`config.mk`:
```
export PLATFORM = sky130hd
export DESIGN_NAME = alarm_clock_with_digit_entry_flat
export DESIGN_NICKNAME = d
export VERILOG_FILES = /design/src/rtl/acde_pkg.sv /design/src/rtl/acde_in_if.sv /design/src/rtl/acde_out_if.sv /design/src/rtl/acde_step.sv /design/src/rtl/alarm_clock_with_digit_entry.sv /design/src/flat_wrapper.sv
export SDC_FILE = /design/constraint.sdc
export NUM_CORES = 1
export LEC_CHECK = 0
export BUFFER_PORTS_ARGS = -buffer_cell sky130_fd_sc_hd__buf_2
export CORE_AREA = 4 4 163 165
export CTS_BUF_LIST = sky130_fd_sc_hd__clkbuf_2 sky130_fd_sc_hd__clkbuf_4 sky130_fd_sc_hd__clkbuf_8
export DETAILED_ROUTE_END_ITERATION = 16
export DIE_AREA = 0 0 167 169
export GPL_ROUTABILITY_DRIVEN = 0
export PLACE_DENSITY = 0.56
export SETUP_SLACK_MARGIN = 0.5
export SYNTH_ARGS = -nofsm -noshare
export SYNTH_HDL_FRONTEND = slang
export SYNTH_SLANG_ARGS = --single-unit
```
`constraint.sdc`:
```
create_clock -name clk_i -period 4.82 [get_ports clk_i]
set_clock_uncertainty 0.2 [all_clocks]
set_input_delay 0.241 -clock clk_i [delete_from_list [all_inputs] [get_ports clk_i]]
set_output_delay 0.241 -clock clk_i [all_outputs]
set_load 0.05 [all_outputs]
```
`src/rtl/acde_pkg.sv`:
```
package acde_pkg;

  localparam logic [1:0] CmdTick  = 2'd0;
  localparam logic [1:0] CmdPause = 2'd1;
  localparam logic [1:0] CmdAlarm = 2'd2;
  localparam logic [1:0] CmdKey   = 2'd3;

  localparam logic [1:0] ModeRun       = 2'd0;
  localparam logic [1:0] ModeEditTime  = 2'd1;
  localparam logic [1:0] ModeEditAlarm = 2'd2;

  localparam logic [3:0] Dash       = 4'd10;
  localparam int unsigned NumDigits = 6;
  localparam logic [2:0] LastPos    = 3'd5;

  localparam logic [4:0] MaxHour = 5'd23;
  localparam logic [5:0] MaxMin  = 6'd59;
  localparam logic [5:0] MaxSec  = 6'd59;
  localparam logic [6:0] MaxHourPair = 7'd23;
  localparam logic [6:0] MaxMinPair  = 7'd59;

  typedef logic [NumDigits-1:0][3:0] digits_t;

  // Complete clock state; it is also the result of the latest request.
  typedef struct packed {
    logic [4:0] time_hour;
    logic [5:0] time_minute;
    logic [5:0] time_second;
    logic [4:0] alarm_hour;
    logic [5:0] alarm_minute;
    logic [5:0] alarm_second;
    digits_t    digits;
    logic [2:0] entry_pos;
    logic [1:0] mode;
    logic       alarm_flag;
  } clk_state_t;

  // Tens digit of a value below 64, by comparison.
  function automatic logic [3:0] tens_of(logic [5:0] v);
    logic [3:0] t;
    if (v >= 6'd60)      t = 4'd6;
    else if (v >= 6'd50) t = 4'd5;
    else if (v >= 6'd40) t = 4'd4;
    else if (v >= 6'd30) t = 4'd3;
    else if (v >= 6'd20) t = 4'd2;
    else if (v >= 6'd10) t = 4'd1;
    else                 t = 4'd0;
    return t;
  endfunction

  function automatic logic [3:0] ones_of(logic [5:0] v);
    logic [3:0] t;
    logic [5:0] base;
    t    = tens_of(v);
    base = {t[2:0], 3'b000} + {2'b00, t[2:0], 1'b0};
    return 4'(v - base);
  endfunction

  function automatic digits_t show_digits(logic [4:0] h, logic [5:0] m, logic [5:0] s);
    digits_t d;
    d[0] = tens_of({1'b0, h});
    d[1] = ones_of({1'b0, h});
    d[2] = tens_of(m);
    d[3] = ones_of(m);
    d[4] = tens_of(s);
    d[5] = ones_of(s);
    return d;
  endfunction

  // Two entered digits (each up to a dash) as a number, clamped to a limit.
  function automatic logic [6:0] pair_clamped(logic [3:0] tens, logic [3:0] ones,
                                              logic [6:0] lim);
    logic [6:0] v;
    v = {tens, 3'b000} + {2'b00, tens, 1'b0} + {3'b000, ones};
    return (v > lim) ? lim : v;
  endfunction

endpackage

```
`src/rtl/acde_in_if.sv`:
```
interface acde_in_if;
  logic       valid;
  logic       ready;
  logic [1:0] cmd;
  logic [3:0] key_value;

  modport source (output valid, output cmd, output key_value, input ready);
  modport sink   (input valid, input cmd, input key_value, output ready);
endinterface

```
`src/rtl/acde_out_if.sv`:
```
interface acde_out_if;
  logic       valid;
  logic       ready;
  logic [3:0] digit_h_tens;
  logic [3:0] digit_h_ones;
  logic [3:0] digit_m_tens;
  logic [3:0] digit_m_ones;
  logic [3:0] digit_s_tens;
  logic [3:0] digit_s_ones;
  logic       alarm_active;
  logic [1:0] clock_mode;
  logic [4:0] cur_hour;
  logic [5:0] cur_minute;
  logic [5:0] cur_second;

  modport source (output valid, output digit_h_tens, output digit_h_ones,
                  output digit_m_tens, output digit_m_ones, output digit_s_tens,
                  output digit_s_ones, output alarm_active, output clock_mode,
                  output cur_hour, output cur_minute, output cur_second,
                  input ready);
  modport sink   (input valid, input digit_h_tens, input digit_h_ones,
                  input digit_m_tens, input digit_m_ones, input digit_s_tens,
                  input digit_s_ones, input alarm_active, input clock_mode,
                  input cur_hour, input cur_minute, input cur_second,
                  output ready);
endinterface

```
`src/rtl/acde_step.sv`:
```
module acde_step (
  input  acde_pkg::clk_state_t cur_i,
  input  logic [1:0]           cmd_i,
  input  logic [3:0]           key_value_i,
  output acde_pkg::clk_state_t nxt_o
);

  acde_pkg::clk_state_t nxt;
  acde_pkg::digits_t    dig;
  logic [3:0] k;
  logic [2:0] pos;
  logic [4:0] hour_inc;
  logic [5:0] min_inc;
  logic [5:0] sec_inc;
  logic [6:0] new_h;
  logic [6:0] new_m;
  logic [6:0] new_s;
  logic       editing;

  always_comb begin
    nxt = cur_i;
    dig = cur_i.digits;
    k   = (key_value_i > acde_pkg::Dash) ? acde_pkg::Dash : key_value_i;
    pos = (cur_i.entry_pos > acde_pkg::LastPos) ? acde_pkg::LastPos : cur_i.entry_pos;
    editing = (cur_i.mode == acde_pkg::ModeEditTime) || (cur_i.mode == acde_pkg::ModeEditAlarm);

    // Carry chain for the one-second advance.
    sec_inc  = (cur_i.time_second == acde_pkg::MaxSec) ? 6'd0 : cur_i.time_second + 6'd1;
    min_inc  = cur_i.time_minute;
    hour_inc = cur_i.time_hour;
    if (cur_i.time_second == acde_pkg::MaxSec) begin
      min_inc = (cur_i.time_minute == acde_pkg::MaxMin) ? 6'd0 : cur_i.time_minute + 6'd1;
      if (cur_i.time_minute == acde_pkg::MaxMin) begin
        hour_inc = (cur_i.time_hour == acde_pkg::MaxHour) ? 5'd0 : cur_i.time_hour + 5'd1;
      end
    end

    new_h = 7'd0;
    new_m = 7'd0;
    new_s = 7'd0;

    unique case (cmd_i)
      acde_pkg::CmdTick: begin
        if (cur_i.mode != acde_pkg::ModeEditTime) begin
          nxt.time_hour   = hour_inc;
          nxt.time_minute = min_inc;
          nxt.time_second = sec_inc;
          if (cur_i.mode != acde_pkg::ModeEditAlarm) begin
            nxt.digits = acde_pkg::show_digits(hour_inc, min_inc, sec_inc);
          end
          if (hour_inc == cur_i.alarm_hour && min_inc == cur_i.alarm_minute &&
              sec_inc == cur_i.alarm_second) begin
            nxt.alarm_flag = 1'b1;
          end
        end
      end
      acde_pkg::CmdPause: begin
        if (cur_i.mode != acde_pkg::ModeEditTime) begin
          nxt.mode      = acde_pkg::ModeEditTime;
          nxt.entry_pos = 3'd0;
          nxt.digits    = {acde_pkg::NumDigits{acde_pkg::Dash}};
        end else begin
          nxt.mode   = acde_pkg::ModeRun;
          nxt.digits = acde_pkg::show_digits(cur_i.time_hour, cur_i.time_minute,
                                             cur_i.time_second);
        end
      end
      acde_pkg::CmdAlarm: begin
        if (cur_i.mode != acde_pkg::ModeEditAlarm) begin
          nxt.entry_pos = 3'd0;
          nxt.digits    = acde_pkg::show_digits(cur_i.alarm_hour, cur_i.alarm_minute,
                                                cur_i.alarm_second);
          // On a raised alarm, the button silences it and goes to run mode.
          if (cur_i.alarm_flag) begin
            nxt.alarm_flag = 1'b0;
            nxt.mode       = acde_pkg::ModeRun;
          end else begin
            nxt.mode = acde_pkg::ModeEditAlarm;
          end
        end else begin
          nxt.mode   = acde_pkg::ModeRun;
          nxt.digits = acde_pkg::show_digits(cur_i.time_hour, cur_i.time_minute,
                                             cur_i.time_second);
        end
      end
      acde_pkg::CmdKey: begin
        if (editing) begin
          dig[pos] = k;
          if (pos == 3'd0 && cur_i.mode == acde_pkg::ModeEditAlarm) begin
            dig[1] = acde_pkg::Dash;
            dig[2] = acde_pkg::Dash;
            dig[3] = acde_pkg::Dash;
            dig[4] = acde_pkg::Dash;
            dig[5] = acde_pkg::Dash;
          end
          new_h = acde_pkg::pair_clamped(dig[0], dig[1], acde_pkg::MaxHourPair);
          new_m = acde_pkg::pair_clamped(dig[2], dig[3], acde_pkg::MaxMinPair);
          new_s = acde_pkg::pair_clamped(dig[4], dig[5], acde_pkg::MaxMinPair);
          if (pos == 3'd0 && cur_i.mode == acde_pkg::ModeEditAlarm && k == acde_pkg::Dash) begin
            nxt.entry_pos = 3'd0;
          end else if (k == acde_pkg::Dash && pos != 3'd0) begin
            // Backspace: step back and blank the previous digit too.
            dig[pos - 3'd1] = acde_pkg::Dash;
            nxt.entry_pos   = pos - 3'd1;
          end else if (pos == acde_pkg::LastPos) begin
            if (cur_i.mode == acde_pkg::ModeEditTime) begin
              nxt.time_hour   = new_h[4:0];
              nxt.time_minute = new_m[5:0];
              nxt.time_second = new_s[5:0];
            end else begin
              nxt.alarm_hour   = new_h[4:0];
              nxt.alarm_minute = new_m[5:0];
              nxt.alarm_second = new_s[5:0];
            end
            nxt.mode      = acde_pkg::ModeRun;
            nxt.entry_pos = acde_pkg::LastPos;
          end else begin
            nxt.entry_pos = pos + 3'd1;
          end
          nxt.digits = dig;
        end
      end
      default: begin
        nxt = cur_i;
      end
    endcase
  end

  assign nxt_o = nxt;

endmodule

```
`src/rtl/alarm_clock_with_digit_entry.sv`:
```
// A 24-hour hh:mm:ss alarm clock driven by requests: a one-second tick, the
// pause/edit button, the alarm-set button and a decoded key (0-9, or 10 for
// dash/backspace). Every request yields exactly one result that holds the
// whole visible state after it: six display digits, the alarm line, the mode
// and the current time. Requests are registered on entry, and the clock state
// register that the next-state logic writes is also the result register, so
// a request passes the entry register, then the state register; one request
// per cycle is sustained as long as results are taken; a stalled result holds
// the state, and one further request waits in the entry register.
module alarm_clock_with_digit_entry (
  input  logic              clk_i,
  input  logic              rst_ni,
  acde_in_if.sink           in_i,
  acde_out_if.source        out_o
);

  logic                 in_valid_q;
  logic [1:0]           cmd_q;
  logic [3:0]           key_q;
  logic                 out_valid_q;
  logic                 advance;
  acde_pkg::clk_state_t state_q;
  acde_pkg::clk_state_t state_d;

  assign advance    = in_valid_q && (!out_valid_q || out_o.ready);
  assign in_i.ready = !in_valid_q || advance;

  always_ff @(posedge clk_i or negedge rst_ni) begin
    if (!rst_ni) begin
      in_valid_q <= 1'b0;
    end else if (in_i.ready) begin
      in_valid_q <= in_i.valid;
    end
  end

  always_ff @(posedge clk_i) begin
    if (in_i.ready && in_i.valid) begin
      cmd_q <= in_i.cmd;
      key_q <= in_i.key_value;
    end
  end

  acde_step u_step (
    .cur_i       (state_q),
    .cmd_i       (cmd_q),
    .key_value_i (key_q),
    .nxt_o       (state_d)
  );

  always_ff @(posedge clk_i or negedge rst_ni) begin
    if (!rst_ni) begin
      state_q     <= '0;
      out_valid_q <= 1'b0;
    end else if (advance) begin
      state_q     <= state_d;
      out_valid_q <= 1'b1;
    end else if (out_o.ready) begin
      out_valid_q <= 1'b0;
    end
  end

  assign out_o.valid        = out_valid_q;
  assign out_o.digit_h_tens = state_q.digits[0];
  assign out_o.digit_h_ones = state_q.digits[1];
  assign out_o.digit_m_tens = state_q.digits[2];
  assign out_o.digit_m_ones = state_q.digits[3];
  assign out_o.digit_s_tens = state_q.digits[4];
  assign out_o.digit_s_ones = state_q.digits[5];
  assign out_o.alarm_active = state_q.alarm_flag;
  assign out_o.clock_mode   = state_q.mode;
  assign out_o.cur_hour     = state_q.time_hour;
  assign out_o.cur_minute   = state_q.time_minute;
  assign out_o.cur_second   = state_q.time_second;

  a_pos_range: assert property (@(posedge clk_i) disable iff (!rst_ni)
    state_q.entry_pos <= acde_pkg::LastPos)
    else $error("entry position beyond the last digit");

  a_time_range: assert property (@(posedge clk_i) disable iff (!rst_ni)
    state_q.time_hour <= acde_pkg::MaxHour && state_q.time_minute <= acde_pkg::MaxMin &&
    state_q.time_second <= acde_pkg::MaxSec)
    else $error("time out of range");

  a_alarm_range: assert property (@(posedge clk_i) disable iff (!rst_ni)
    state_q.alarm_hour <= acde_pkg::MaxHour && state_q.alarm_minute <= acde_pkg::MaxMin &&
    state_q.alarm_second <= acde_pkg::MaxSec)
    else $error("alarm time out of range");

  a_hold_state: assert property (@(posedge clk_i) disable iff (!rst_ni)
    (out_valid_q && !out_o.ready) |=> $stable(state_q))
    else $error("state changed under a stalled result");

  a_entry_stall: assert property (@(posedge clk_i) disable iff (!rst_ni)
    (in_valid_q && !advance) |-> !in_i.ready)
    else $error("request accepted over a waiting one");

endmodule

```
`src/flat_wrapper.sv`:
```
// flat-port wrapper written by rule: the top's interface ports become plain ports
module alarm_clock_with_digit_entry_flat 
  (clk_i, rst_ni, in_i_valid, in_i_cmd, in_i_key_value, in_i_ready, out_o_valid, out_o_digit_h_tens, out_o_digit_h_ones, out_o_digit_m_tens, out_o_digit_m_ones, out_o_digit_s_tens, out_o_digit_s_ones, out_o_alarm_active, out_o_clock_mode, out_o_cur_hour, out_o_cur_minute, out_o_cur_second, out_o_ready);
  acde_in_if in_i_i ();
  acde_out_if out_o_i ();
  input  logic clk_i;
  input  logic rst_ni;
  input wire logic [$bits(in_i_i.valid)-1:0] in_i_valid;
  input wire logic [$bits(in_i_i.cmd)-1:0] in_i_cmd;
  input wire logic [$bits(in_i_i.key_value)-1:0] in_i_key_value;
  output wire logic [$bits(in_i_i.ready)-1:0] in_i_ready;
  output wire logic [$bits(out_o_i.valid)-1:0] out_o_valid;
  output wire logic [$bits(out_o_i.digit_h_tens)-1:0] out_o_digit_h_tens;
  output wire logic [$bits(out_o_i.digit_h_ones)-1:0] out_o_digit_h_ones;
  output wire logic [$bits(out_o_i.digit_m_tens)-1:0] out_o_digit_m_tens;
  output wire logic [$bits(out_o_i.digit_m_ones)-1:0] out_o_digit_m_ones;
  output wire logic [$bits(out_o_i.digit_s_tens)-1:0] out_o_digit_s_tens;
  output wire logic [$bits(out_o_i.digit_s_ones)-1:0] out_o_digit_s_ones;
  output wire logic [$bits(out_o_i.alarm_active)-1:0] out_o_alarm_active;
  output wire logic [$bits(out_o_i.clock_mode)-1:0] out_o_clock_mode;
  output wire logic [$bits(out_o_i.cur_hour)-1:0] out_o_cur_hour;
  output wire logic [$bits(out_o_i.cur_minute)-1:0] out_o_cur_minute;
  output wire logic [$bits(out_o_i.cur_second)-1:0] out_o_cur_second;
  input wire logic [$bits(out_o_i.ready)-1:0] out_o_ready;
  assign in_i_i.valid = in_i_valid;
  assign in_i_i.cmd = in_i_cmd;
  assign in_i_i.key_value = in_i_key_value;
  assign in_i_ready = in_i_i.ready;
  assign out_o_valid = out_o_i.valid;
  assign out_o_digit_h_tens = out_o_i.digit_h_tens;
  assign out_o_digit_h_ones = out_o_i.digit_h_ones;
  assign out_o_digit_m_tens = out_o_i.digit_m_tens;
  assign out_o_digit_m_ones = out_o_i.digit_m_ones;
  assign out_o_digit_s_tens = out_o_i.digit_s_tens;
  assign out_o_digit_s_ones = out_o_i.digit_s_ones;
  assign out_o_alarm_active = out_o_i.alarm_active;
  assign out_o_clock_mode = out_o_i.clock_mode;
  assign out_o_cur_hour = out_o_i.cur_hour;
  assign out_o_cur_minute = out_o_i.cur_minute;
  assign out_o_cur_second = out_o_i.cur_second;
  assign out_o_i.ready = out_o_ready;
  alarm_clock_with_digit_entry u_core (.clk_i(clk_i), .rst_ni(rst_ni), .in_i(in_i_i), .out_o(out_o_i));
endmodule
```
==> reports/qor.yml <==
run_status:
  status: "complete, no violations"
global_route:
  grt_use_total_pct: 16.8
  grt_max_degree: 39
  overflow: 0
  grt_first_pass_wirelength_microns: 37600
  grt_antenna_before_repair: 0
  grt_pass1_vias: 6334
layout:
  regArea_sq_um: 1840
  multiInputGateArea_sq_um: 4910
  final_net_count: 1001
  diodes: 0
  fillCellCount: 2665
  fin_area_sq_um: 8050
  area_growth_pct: 8.53
  drive_gt1_share_pct: 14.4
placement:
  dp_hpwl_microns: 18100
  placed_area_sq_um: 7720
  portBuffers: 55
timing:
  finalSetupTns_ns: 0
  max_slew.worst_pin.slew_ns: 1.15
  finalMaxSlewViolations: 0
  relSlewSlack_pct: 23.2
  fin_crit_ns: 4.15
  post-route-period-util_pct: 86.0
  finalSetupViolations: 0
  hold_viol: 0
  fmax_mhz: 241
  grt_setup_unrepaired: "true"
synth:
  synth_top_family_by_area: "compound AO/OA/AOI/OAI gates"
  synthFlopType: "dfrtp_1"
  synth_edf_count: 6
  yosysUniqueCellTypes: 74
  synth_simple_gate_area_share_pct: 18.4
  async_reset_ff_share_pct: 91.7
  ys_ff_latch: 72
  synth_compound_gate_area_share_pct: 25.1
  syn-cell-area_sq_um: 7420
  muxShareOfSynthArea_pct: 2.39
  yosys.area.top_type: "dfrtp_1"
  synthXorXnorAreaFrac_pct: 7.99
  synth_fa_ha_area_share_pct: 11.9
  yosys_warnings: 0
  synth_area_leaders: "dfrtp_1 22%, ha_1 9.8%, o21ai_0 4.7%"
  post-synth-top-area-fraction_pct: 22.3
  postSynthAreaPerCell_sq_um: 7.98
  syn_inst: 930
  ys_seq_area_share_pct: 24.7
  synth.net_count: 1004
drt:
  drt-met1-wl_microns: 11500
  drc: 0
  num_vias: 6792
  route.met2.wl_microns: 10300
  avgRoutedWirePerCell_microns: 18.9
  dr.max_layer_used: "met4"
  vias_per_cell: 5.38
  ant_nets: 0
  first_iter_violations: 699
  wl_met3_microns: 1600
  wl_microns: 23900
  drt-pass1-iter-count: 5
clock_tree:
  tritoncts: "built"
  cts_buffers: 9
  clock_latency_ns: 0.38
  clockBufferDepth: 2
  clk_pin_slew_ns: 0.09
  clkSinkCount: 72
  htreeDepth: 3
  cts.root.buffer_cell: "clkbuf_8"
floorplanning:
  rows: 58
  dieHeight_microns: 169
  initial_core_util_pct: 29.6
  fp.dieArea_sq_um: 28200
  core_sq_um: 25000
  die_x_microns: 167
  io_pins: 56
flow_run:
  drv_cap: 0
critical_path:
  critical_path_class: "reg2reg"
  timing.critical_path.arrival_ns: 4.20
  start_kind: "flop"
  cp_max_fo: 10
  worstPathRequired_ns: 4.88
  critPathCaptureType: "flop"
  r2r_setup_slack_ns: 0.67
hold_path:
  hp-class: "in2async"
-- worst paths after layout --
kind                                                         from                                        to  depth (start not counted)
setup / recovery           u_core.out_o.cur_second[0]$_DFFE_PN0P_  u_core.out_o.digit_h_ones[3]$_DFFE_PN0P_                         11
hold / removal                                             rst_ni            u_core.state_q[31]$_DFFE_PN0P_                          2
setup reg to reg           u_core.out_o.cur_second[0]$_DFFE_PN0P_  u_core.out_o.digit_h_ones[3]$_DFFE_PN0P_                         11
hold reg to reg                     u_core.in_valid_q$_DFFE_PN0N_            u_core.out_o.valid$_DFFE_PN0P_                          2
max in group asynchronous                                  rst_ni             u_core.state_q[4]$_DFFE_PN0P_                          3
min in group clk_i                  u_core.in_valid_q$_DFFE_PN0N_            u_core.out_o.valid$_DFFE_PN0P_                          2
-- per-layer routing --
| layer | up-vias | track usage [%] |
|---|---|---|
| met5 | - | 0 |
| met4 | 0 | 4.52 |
| met3 | 38 | 3.41 |
| met2 | 269 | 25.6 |
| met1 | 3209 | 24.1 |
| li1 | 3276 | - |
-- through the flow --
step	utilization (%)	setup WS [ns]	hold slack (ns)	cells
2_1_floorplan	-	0.811	-0.255	930
3_3_place_gp	30.8	0.707	0.185	1232
3_5_place_dp	30.8	0.551	0.187	1232
4_1_cts	32.0	0.502	0.311	1258
5_1_grt	32.2	0.477	0.345	1262
6_report	32.2	0.674	0.283	1262
-- layout by cell type, fill, tap and decap left out, types with 12 or more instances in the layout --
master	count
a21o_1	19
a21oi_1	57
a31oi_1	16
buf_2	55
buf_4	25
dfrtp_1	61
ha_1	57
inv_1	37
nand2_1	90
nand2b_1	14
nand3_1	20
nor2_1	83
nor2b_1	13
nor3_1	14
o211ai_1	13
o21a_1	12
o21ai_0	69
o22ai_1	13
xnor2_1	38
xor2_1	27
-- cell families (layout without fill, tap and decap cells) --
kind of cell | count (synthesis) | count (layout)
fa+ha+maj | 68 | 68
compound gates | 281 | 281
xor+xnor | 66 | 66
mux | 17 | 17
simple gates | 284 | 284
flops | 72 | 72
buf+inv | 142 | 144
-- registers in the layout (all words and copies together), names as in the netlist --
name	cells
u_core.state_q	20
u_core.out_o.cur_minute	6
u_core.out_o.cur_second	6
u_core.out_o.cur_hour	5
u_core.key_q	4
u_core.out_o.digit_h_ones	4
u_core.out_o.digit_h_tens	4
u_core.out_o.digit_m_ones	4
u_core.out_o.digit_m_tens	4
u_core.out_o.digit_s_ones	4
u_core.out_o.digit_s_tens	4
u_core.cmd_q	2
u_core.out_o.clock_mode	2
u_core.in_valid_q	1
u_core.out_o.alarm_active	1
u_core.out_o.valid	1
-- cell usage after synthesis, types with 4 or more instances --
cell type / count
a211oi_1: 9
a21o_1: 19
a21oi_1: 57
a221oi_1: 10
a22o_1: 4
a22oi_1: 6
a31oi_1: 16
and2_1: 5
buf_4: 45
clkbuf_1: 53
dfrtp_1: 66
edfxtp_1: 6
fa_1: 6
ha_1: 58
inv_1: 37
maj3_1: 4
mux2_2: 6
mux2i_1: 11
nand2_1: 90
nand2b_1: 14
nand3_1: 20
nor2_1: 86
nor2b_1: 14
nor3_1: 14
o211ai_1: 13
o21a_1: 12
o21ai_0: 69
o221ai_1: 11
o22a_1: 5
o22ai_1: 13
o31ai_1: 7
or2_2: 6
or3b_2: 5
xnor2_1: 38
xor2_1: 27
-- worst max-delay path: stages (launching register included) --
cell and delay (ns):
dfrtp_2 0.47, ha_2 0.30, nand4b_2 0.16, or4_1 0.71, or4b_4 0.60, and2_4 0.18, a21oi_1 0.21, ha_1 0.32
or4_1 0.51, o211ai_1 0.11, xnor2_1 0.15, a21oi_1 0.08
-- cell type report --
class	instances	share of cell area, %
repair buffers	90	6.99
flip-flops and latches	72	22.8
multi-input cells	716	61.0
well taps	330	5.13
inverters	38	1.77
clock inverters	7	0.777
clock buffers	9	1.54
-- repair_timing --
action                     CTS  global route
setup endpoints to repair    0            12
hold buffers                10             0
buffers inserted             0             4
hold endpoints to repair    36             0
resized for setup            0            10
Power is not shown: default switching activity piles up to over one toggle a cycle in this logic, so the estimate is an artifact.
